[src/hw/rtl/sli_pkg.sv]
`default_nettype none

package sli_pkg;

    // Request operation codes
    typedef enum logic [0:0] {
        CMD_INSERT = 1'b0,
        CMD_REMOVE = 1'b1
    } t_cmd;

    // Result status codes
    typedef enum logic [1:0] {
        ST_DONE = 2'd0,
        ST_FULL = 2'd1,
        ST_MISS = 2'd2
    } t_status;

    localparam int VALUE_W = 32;
    localparam int COUNT_W = 5;

    // Broadcast from the control to every cell of the row
    typedef struct packed {
        logic                      ins_en;
        logic                      rem_en;
        logic signed [VALUE_W-1:0] value;
    } t_cell_ctl;

endpackage

`default_nettype wire

[src/hw/rtl/sli_if.sv]
`default_nettype none

// Request channel: operation and value
interface sli_req_if;
    logic               valid;
    logic               ready;
    logic [0:0]         cmd;
    logic signed [31:0] value;

    modport source (output valid, output cmd, output value, input ready);
    modport sink   (input valid, input cmd, input value, output ready);
endinterface

// Response channel: status and entry count
interface sli_rsp_if;
    logic       valid;
    logic       ready;
    logic [1:0] status;
    logic [4:0] entry_count;

    modport source (output valid, output status, output entry_count, input ready);
    modport sink   (input valid, input status, input entry_count, output ready);
endinterface

`default_nettype wire

[src/hw/rtl/sli_cell.sv]
`default_nettype none

// One slot of the sorted row. Compares its entry with the broadcast value and
// takes the new value, its left neighbour's entry or its right neighbour's
// entry, depending on where the insert point or the removed entry lies.
module sli_cell (
    input  wire                            i_clk,
    input  wire sli_pkg::t_cell_ctl        i_ctl,
    input  wire                            i_occ,
    input  wire                            i_left_lt,
    input  wire signed [sli_pkg::VALUE_W-1:0] i_left_entry,
    input  wire signed [sli_pkg::VALUE_W-1:0] i_right_entry,
    output logic                           o_lt,
    output logic                           o_hit,
    output logic signed [sli_pkg::VALUE_W-1:0] o_entry
);
    import sli_pkg::*;

    logic signed [VALUE_W-1:0] r_entry;
    logic signed [VALUE_W-1:0] n_entry;

    // Occupied and strictly below the value: stays put
    assign o_lt  = i_occ && (r_entry < i_ctl.value);
    // First entry not below the value, and equal to it
    assign o_hit = i_occ && (r_entry == i_ctl.value) && i_left_lt;
    assign o_entry = r_entry;

    // Shift right on insert, left on remove, at and past the point
    always_comb begin
        n_entry = r_entry;
        if (i_ctl.ins_en && !o_lt) begin
            n_entry = i_left_lt ? i_ctl.value : i_left_entry;
        end else if (i_ctl.rem_en && !o_lt) begin
            n_entry = i_right_entry;
        end
    end

    always_ff @(posedge i_clk) begin
        r_entry <= n_entry;
    end

endmodule

`default_nettype wire

[src/hw/rtl/sorted_list_insert_remove.sv]
`default_nettype none

// Channel  | Dir | Fields                        | Notes
// i_req    | in  | cmd[0:0], value[31:0] signed  | 0 insert in order, 1 remove first equal
// o_rsp    | out | status[1:0], entry_count[4:0] | one response per request
//
// One request per clock unless the response stalls: every cell compares and
// shifts in the same cycle, the response appears in the output register on the next cycle.
// The compare in each cell plus the OR over the hit flags sets the path.
// Reset clears the entry count and the response valid; entry contents are
// left as they are. A stalled response holds the request side only while the
// output register is full and not taken.
module sorted_list_insert_remove #(
    parameter int CAPACITY = 16
) (
    input  wire     i_clk,
    input  wire     i_rst_n,
    sli_req_if.sink   i_req,
    sli_rsp_if.source o_rsp
);
    import sli_pkg::*;

    localparam int CNT_W = $clog2(CAPACITY + 1);

    logic [CNT_W-1:0]          r_count;
    logic [CNT_W-1:0]          n_count;
    logic                      r_out_valid;
    logic [1:0]                r_status;
    logic [COUNT_W-1:0]        r_entry_count;
    logic [1:0]                n_status;
    logic [CNT_W+COUNT_W-1:0]  count_ext;

    logic                      accept;
    logic                      full;
    logic                      found;
    t_cell_ctl                 ctl;

    logic [CAPACITY-1:0]       lt;
    logic [CAPACITY-1:0]       hit;
    logic [CAPACITY-1:0]       occ;
    logic signed [VALUE_W-1:0] entry [CAPACITY];

    // Handshake: take a request whenever the output slot is free or draining
    assign i_req.ready = !r_out_valid || o_rsp.ready;
    assign accept      = i_req.valid && i_req.ready;

    assign full  = (r_count == CNT_W'(CAPACITY));
    assign found = |hit;

    // Control broadcast to the row
    always_comb begin
        ctl.value  = i_req.value;
        ctl.ins_en = accept && (i_req.cmd == CMD_INSERT) && !full;
        ctl.rem_en = accept && (i_req.cmd == CMD_REMOVE) && found;
    end

    // Row of cells
    for (genvar gi = 0; gi < CAPACITY; gi++) begin : g_cell
        logic                      left_lt;
        logic signed [VALUE_W-1:0] left_entry;
        logic signed [VALUE_W-1:0] right_entry;

        assign occ[gi] = (CNT_W'(gi) < r_count);

        if (gi == 0) begin : g_first
            assign left_lt    = 1'b1;
            assign left_entry = entry[gi];
        end else begin : g_mid
            assign left_lt    = lt[gi-1];
            assign left_entry = entry[gi-1];
        end

        if (gi == CAPACITY - 1) begin : g_last
            assign right_entry = entry[gi];
        end else begin : g_body
            assign right_entry = entry[gi+1];
        end

        sli_cell u_cell (
            .i_clk         (i_clk),
            .i_ctl         (ctl),
            .i_occ         (occ[gi]),
            .i_left_lt     (left_lt),
            .i_left_entry  (left_entry),
            .i_right_entry (right_entry),
            .o_lt          (lt[gi]),
            .o_hit         (hit[gi]),
            .o_entry       (entry[gi])
        );
    end

    // Status and next count
    always_comb begin
        n_count  = r_count;
        n_status = ST_DONE;
        if (i_req.cmd == CMD_INSERT) begin
            if (full) begin
                n_status = ST_FULL;
            end else begin
                n_count = r_count + CNT_W'(1);
            end
        end else begin
            if (found) begin
                n_count = r_count - CNT_W'(1);
            end else begin
                n_status = ST_MISS;
            end
        end
    end

    assign count_ext = {{COUNT_W{1'b0}}, n_count};

    always_ff @(posedge i_clk) begin
        if (!i_rst_n) begin
            r_count     <= '0;
            r_out_valid <= 1'b0;
        end else begin
            if (accept) begin
                r_count     <= n_count;
                r_out_valid <= 1'b1;
            end else if (o_rsp.ready) begin
                r_out_valid <= 1'b0;
            end
        end
        if (accept) begin
            r_status      <= n_status;
            r_entry_count <= count_ext[COUNT_W-1:0];
        end
    end

    assign o_rsp.valid       = r_out_valid;
    assign o_rsp.status      = r_status;
    assign o_rsp.entry_count = r_entry_count;

`ifndef ASSERT_OFF
    a_count_bound: assert property (@(posedge i_clk) disable iff (!i_rst_n)
        r_count <= CNT_W'(CAPACITY))
        else $error("entry count beyond capacity");

    a_rsp_follows: assert property (@(posedge i_clk) disable iff (!i_rst_n)
        accept |=> o_rsp.valid)
        else $error("no response after request");

    a_full_refused: assert property (@(posedge i_clk) disable iff (!i_rst_n)
        (accept && full && (i_req.cmd == CMD_INSERT))
        |=> (o_rsp.status == ST_FULL) && $stable(r_count))
        else $error("insert into full store not refused");

    a_single_hit: assert property (@(posedge i_clk) disable iff (!i_rst_n)
        $onehot0(hit))
        else $error("more than one first-equal cell");
`endif

endmodule

`default_nettype wire
[src/flat_wrapper.sv]
// flat-port wrapper written by rule: the top's interface ports become plain ports
module sorted_list_insert_remove_flat import sli_pkg::*;
#(
    parameter int CAPACITY = 16
)
  (i_clk, i_rst_n, i_req_valid, i_req_cmd, i_req_value, i_req_ready, o_rsp_valid, o_rsp_status, o_rsp_entry_count, o_rsp_ready);
  sli_req_if i_req_i ();
  sli_rsp_if o_rsp_i ();
  input  wire i_clk;
  input  wire i_rst_n;
  input wire logic [$bits(i_req_i.valid)-1:0] i_req_valid;
  input wire logic [$bits(i_req_i.cmd)-1:0] i_req_cmd;
  input wire logic [$bits(i_req_i.value)-1:0] i_req_value;
  output wire logic [$bits(i_req_i.ready)-1:0] i_req_ready;
  output wire logic [$bits(o_rsp_i.valid)-1:0] o_rsp_valid;
  output wire logic [$bits(o_rsp_i.status)-1:0] o_rsp_status;
  output wire logic [$bits(o_rsp_i.entry_count)-1:0] o_rsp_entry_count;
  input wire logic [$bits(o_rsp_i.ready)-1:0] o_rsp_ready;
  assign i_req_i.valid = i_req_valid;
  assign i_req_i.cmd = i_req_cmd;
  assign i_req_i.value = i_req_value;
  assign i_req_ready = i_req_i.ready;
  assign o_rsp_valid = o_rsp_i.valid;
  assign o_rsp_status = o_rsp_i.status;
  assign o_rsp_entry_count = o_rsp_i.entry_count;
  assign o_rsp_i.ready = o_rsp_ready;
  sorted_list_insert_remove #(.CAPACITY(CAPACITY)) u_core (.i_clk(i_clk), .i_rst_n(i_rst_n), .i_req(i_req_i), .o_rsp(o_rsp_i));
endmodule
[config.mk]
export PLATFORM = sky130hd
export DESIGN_NAME = sorted_list_insert_remove_flat
export DESIGN_NICKNAME = d
export VERILOG_FILES = /design/src/hw/rtl/sli_pkg.sv /design/src/hw/rtl/sli_if.sv /design/src/hw/rtl/sli_cell.sv /design/src/hw/rtl/sorted_list_insert_remove.sv /design/src/flat_wrapper.sv
export SDC_FILE = /design/constraint.sdc
export NUM_CORES = 2
export LEC_CHECK = 0
export BUFFER_PORTS_ARGS = -buffer_cell sky130_fd_sc_hd__buf_2
export CORE_UTILIZATION = 30
export DETAILED_ROUTE_END_ITERATION = 8
export GPL_TIMING_DRIVEN = 1
export PLACE_DENSITY_LB_ADDON = 0.3
export SETUP_SLACK_MARGIN = 0.5
export SLEW_MARGIN = 5
export SYNTH_ARGS = -nofsm -noshare
export SYNTH_HDL_FRONTEND = slang
export SYNTH_SLANG_ARGS = --single-unit
[constraint.sdc]
create_clock -name i_clk -period 9.3 [get_ports i_clk]
set_clock_uncertainty 0.05 [all_clocks]
set_input_delay 2.325 -clock i_clk [delete_from_list [all_inputs] [get_ports i_clk]]
set_output_delay 2.325 -clock i_clk [all_outputs]
set_load 0.02 [all_outputs]
# After elaboration in Yosys (flattened, before gate mapping)
# Index checks and enable logic that the tools add are counted.
dict set report op_classes {
  muxes 53
  n_addsub 2
  reduce_logical 119
  magnitude_cmp 32
  bitwise 1
  n_eq_ne 17
}
# op n
set ops {}
lappend ops {{32-bit two-way mux} 45}
lappend ops {{32-bit == test} 16}
lappend ops {{32-bit less-than comparator} 16}
lappend ops {{1-bit logical AND} 83}
lappend ops {{4-bit by 5-bit less-than comparator with 1-bit output (first input constant)} 8}
lappend ops {{2-bit nonzero test} 16}
lappend ops {{3-bit by 5-bit less-than comparator with 1-bit output (first input constant)} 4}
lappend ops {{1-bit zero test} 18}
lappend ops {{16-bit OR reduction} 1}
lappend ops {{5-bit two-way mux} 3}
lappend ops {{1-bit by 5-bit less-than comparator with 1-bit output (first input constant)} 2}
lappend ops {{2-bit by 5-bit less-than comparator with 1-bit output (first input constant)} 2}
lappend ops {{5-bit by 1-bit adder with 5-bit output (second input constant)} 1}
lappend ops {{5-bit == test (second input constant)} 1}
lappend ops {{5-bit by 1-bit subtractor with 5-bit output (second input constant)} 1}
lappend ops {{2-bit two-way mux} 2}
lappend ops {{1-bit two-way mux} 3}
lappend ops {{1-bit logical OR} 1}
lappend ops {{1-bit NOT} 1}
dict set report totals {
  inputBits 37
  wordCells 244
  ff_bits 525
  output_inout_bits 9
}

# Longest topological paths before layout
dict set report depth {
  ltp_word 8
  mapped_depth 14
  ltp_nobuf 12
}

# Hierarchy
# From an unflattened synthesis, not the netlist that was laid out.
dict set report hier_totals {
  hier_cells 3649
  hier_area_um2 44690.4
}
# module instances seq_area_each_um2 cells_each area_each_um2
set modules_own_cells {}
lappend modules_own_cells {sli_cell 16 960.9 221 2732.6}
lappend modules_own_cells {sorted_list_insert_remove 1 330.3 113 968.4}

# Worst setup path before layout
# Ideal clock, no wire load.
dict set report synth_timing {
  kind {input to register}
  start {input port i_req_value[31]}
  end {register u_core.g_cell[1].u_cell.r_entry[0], enable pin}
  n_path_buf 0
  setup_slack_ns 2.116
  t_arrival_ns 6.702
  cell_stages 12
  setup_ns 0.432
  path_cell_list {inv_1 -> ha_1 -> and4_1 -> nand4_1 -> or4_4 -> nor4_1 -> nand2_1 -> mux2_2 -> nand4_1 -> nor4_4 -> a211o_1 -> a21oi_1}
}
dict set report synth_between {
  elab_chain_len 7
  word_cells_on_any_way 83
  classes_between {order compare: 15; eq/ne: 16; reduce/logical: 52}
}
# element line_no
set synth_lines {}
lappend synth_lines {{from (decl)} flat_wrapper.sv:13} ;# input wire logic [$bits(i_req_i.value)-1:0] i_req_value;
lappend synth_lines {{32-bit less-than comparator / 32-bit == test (equally long branches)} {sli_cell.sv:23, sli_cell.sv:25}}
lappend synth_lines {{1-bit logical AND, on equally long branches} {sli_cell.sv:23, sli_cell.sv:25}}
lappend synth_lines {{1-bit logical AND} sli_cell.sv:25} ;# assign o_hit = i_occ && (r_entry == i_ctl.value) && i_left_lt;
lappend synth_lines {{16-bit OR reduction} sorted_list_insert_remove.sv:48} ;# assign found = |hit;
lappend synth_lines {{1-bit logical AND} sorted_list_insert_remove.sv:54} ;# ctl.rem_en = accept && (i_req.cmd == CMD_REMOVE) && found;
lappend synth_lines {{1-bit logical AND} sli_cell.sv:33} ;# end else if (i_ctl.rem_en && !o_lt) begin
lappend synth_lines {{2-bit nonzero test (no source line) *} --}
lappend synth_lines {{to (signal assigned)} sli_cell.sv:39} ;# r_entry <= n_entry;
lappend synth_lines {{to (decl)} sli_cell.sv:19} ;# logic signed [VALUE_W-1:0] r_entry;
# Every way passes the cells marked *; elsewhere a longest branch is shown, timed or not.
# A chain may end at the register's enable or synchronous reset.

# Worst setup path after layout
dict set report layout_timing {
  start {input port i_req_value[19]}
  end {register u_core.g_cell[14].u_cell.r_entry[6], enable pin}
}
dict set report layout_between {
  elab_chain_len 7
  word_cells_on_any_way 83
  classes_between {order compare: 15; eq/ne: 16; reduce/logical: 52}
}
# element line_no
set layout_lines {}
lappend layout_lines {{32-bit less-than comparator / 32-bit == test (equally long branches)} {sli_cell.sv:23, sli_cell.sv:25}}
lappend layout_lines {{1-bit logical AND, on equally long branches} {sli_cell.sv:23, sli_cell.sv:25}}
lappend layout_lines {{1-bit logical AND} sli_cell.sv:25}
lappend layout_lines {{16-bit OR reduction} sorted_list_insert_remove.sv:48}
lappend layout_lines {{1-bit logical AND} sorted_list_insert_remove.sv:54}
lappend layout_lines {{1-bit logical AND} sli_cell.sv:33}
lappend layout_lines {{2-bit nonzero test (no source line) *} --}
lappend layout_lines {{to (signal assigned)} sli_cell.sv:39}
lappend layout_lines {{to (decl)} sli_cell.sv:19}
# Marks and branches as above.

==> results.py <==
metrics = {
    "final_layout": {
        "final_cell_count_no_fill": 5513,
        "fin_util_pct": 33.90,
        "nNetsFinal": 4378,
        "drive_above_1_share_pct": 7.875,
        "area.growth.synth_to_final_pct": 11.74,
    },
    "timing": {
        "drv_slew": 0,
        "hold_viol_final": 0,
        "fin_setup_tns_ns": 0,
        "worst_pin_slew_ns": 1.208,
        "setup_viol": 0,
        "period_minus_slack_ns": 7.702,
        "period_share_pct": 82.82,
        "slew_headroom_pct": 19.29,
        "fmax_mhz": 129.8,
        "rsz0062_at_grt": "false",
    },
    "power": {
        "power_density_mw_per_mm2": 151.5,
        "peakVddDrop_uv": 109.6,
        "p_leak_nw": 15.99,
    },
    "logic_synthesis": {
        "yosys.area.top_type": "edfxtp_1",
        "synth_edf_count": 519,
        "ys_seq_area_share_pct": 41.71,
        "ys_seq_elements": 525,
        "yosysMostFrequentCell": "edfxtp_1",
        "ys_types": 65,
        "yosys-top-cells-count": "edfxtp_1 (519), ha_1 (515), a21oi_1 (465), nand2_1 (444), o21ai_0 (380)",
        "syn-instance-count": 3828,
        "syn_area_mm2": 0.03765,
        "async_flop_share_pct": 0,
        "synth.top_cell.area_share_pct": 41.39,
        "ys.flop_type": "edfxtp_1",
        "synth_top_cells_by_area": "edfxtp_1 (41%), ha_1 (17%), mux2i_1 (8.9%)",
        "syn_nets": 4380,
        "yosysWarnings": 0,
        "synth.avg_cell_area_um2": 9.837,
    },
    "floorplanning": {
        "dieArea_mm2": 0.1269,
        "coreArea_mm2": 0.1241,
        "die_y_um": 356.3,
        "start_util_pct": 30.34,
        "die_x_um": 356.3,
        "rows": 129,
        "io_pins": 46,
    },
    "run": {
        "drv_cap": 0,
    },
    "clocking": {
        "postCtsSetupBuffers": 0,
        "post_cts_resized": 0,
        "clock_latency_ns": 0.63,
        "path_clk_slew_ns": 0.06,
        "ctsHoldBuffers": 0,
        "cts-root-buf": "clkbuf_16",
        "clockBufferDepth": 3,
        "cts_tree": "yes",
        "cts_max_level": 3,
        "clock_sinks": 525,
        "cts_made_buffers": 66,
    },
    "placed_design": {
        "place.gp.congestion": 0.8798,
        "port-buffer-count": 45,
        "dp.cells": 5395,
        "hpwl_um": 90560,
    },
    "critical_path": {
        "cp_max_fo": 32,
        "arrival_ns": 7.89,
        "crit_required_ns": 9.49,
        "path_class": "primary input to register",
        "startpoint_type": "primary input",
        "end_kind": "register",
    },
    "hold_path": {
        "hold_path.class": "register to register",
    },
    "grt": {
        "grt_start_max_net_pins": 65,
        "grt_pass1_wl_um": 180700,
        "grt.total_usage_pct": 18.47,
        "antenna_found_initial": 5,
        "overflow": 0,
        "grt_pass1_vias": 29000,
    },
    "drt": {
        "drtPass1Iterations": 7,
        "ant_nets": 0,
        "viasPerCell": 5.400,
        "drcViolationCount": 12,
        "drt_iter0_markers": 2496,
        "routed_wl_um": 119400,
        "vias": 29770,
        "wl_per_cell_um": 21.66,
    },
    "outcome": {
        "status": "finished with violations",
        "violations": "DRC",
    },
}
metrics by stage:
step	hold slack [ns]	power [mW]	area, um^2	worst slack [ns]
after floorplan	0.4719	3.565	37650	2.116
after global routing	0.5387	6.638	42070	1.479
after CTS	0.4896	6.424	42070	1.657
final	0.4813	6.376	42080	1.598
after global placement	0.4767	3.911	40090	1.096
after detailed placement	0.4818	3.938	40090	1.038
power breakdown:
group	internal (mW)	switching, mW
combinational	0.353	0.656
clock	1.38	1.10
sequential	2.77	0.119
total	4.50	1.88
flip-flops by register name (all words and copies together) (netlist names):
signal / flops
u_core.o_rsp.entry_count: 5
u_core.o_rsp.valid: 1
u_core.o_rsp.status: 2
u_core.r_count: 5
u_core.g_cell.u_cell.o_entry: 512
final timing paths:
path / depth (start not counted) / from / slack (ns) / endpoint
worst max-delay path: 15 / i_req_value[19] / 1.60 / u_core.g_cell[14].u_cell.o_entry[6]$_DFFE_PP_
worst min-delay path: 2 / u_core.o_rsp.valid$_SDFFE_PN0P_ / 0.48 / u_core.o_rsp.valid$_SDFFE_PN0P_
worst max register to register: 12 / u_core.g_cell[13].u_cell.o_entry[14]$_DFFE_PP_ / 3.88 / u_core.g_cell[14].u_cell.o_entry[6]$_DFFE_PP_
worst min register to register: 2 / u_core.o_rsp.valid$_SDFFE_PN0P_ / 0.48 / u_core.o_rsp.valid$_SDFFE_PN0P_
critical path: stages:
cell and delay, ns:
buf_2 0.33, inv_1 0.52, ha_1 0.49, a21oi_1 0.15, o21ai_0 0.11, a221oi_1 0.59, nor3_1 0.10, a2111oi_0 0.51
xor2_1 0.37, o2111ai_1 0.57, nor4_4 0.09, buf_4 0.21, a211o_1 0.33, buf_4 0.22, nor2_4 0.92
routing by layer:
metal	wire (um)	part of all wire (%)	vias up	GRT usage (%)
li1	-	-	14390	-
met3	5201	4.4	167	2.169
met4	3156	2.6	6	5.657
met5	35	0.029	-	0
met1	55130	46	14530	25.17
met2	55890	47	677	30.47
cell families (layout without fill, tap and decap cells):
kind of cell,after synthesis,after routing,synth area share (%)
other,0,3,0
XOR/XNOR,14,14,0.3256
flip-flops,525,525,41.71
AND/OR/NAND/NOR,1103,1103,13.02
multiplexers,369,369,9.925
adder cells (fa/ha/maj),515,515,17.11
AO/OA/AOI/OAI,1030,1030,15.12
buffers and inverters,272,317,2.788
layout make-up:
cell class / instances / area, um^2
well taps: 1637 / 2048
multi-input cells: 3031 / 21210
fillers: 12580 / 82040
flip-flops and latches: 525 / 15710
inverters: 72 / 270.3
clock buffers: 78 / 1718
clock inverters: 37 / 259.0
repair buffers: 130 / 863.3
diodes: 3 / 7.507
cell usage in the layout, fill, tap and decap left out, drive strengths merged, types with 28 or more instances in the layout:
cell type / count
a21o: 54
a21oi: 466
buf: 130
clkbuf: 78
clkinv: 28
edfxtp: 519
ha: 515
inv: 76
mux2: 35
mux2i: 334
nand2: 444
nand3: 54
nand4: 98
nor2: 362
nor3: 29
o21ai: 390
Power figures use the tool's default switching activity.
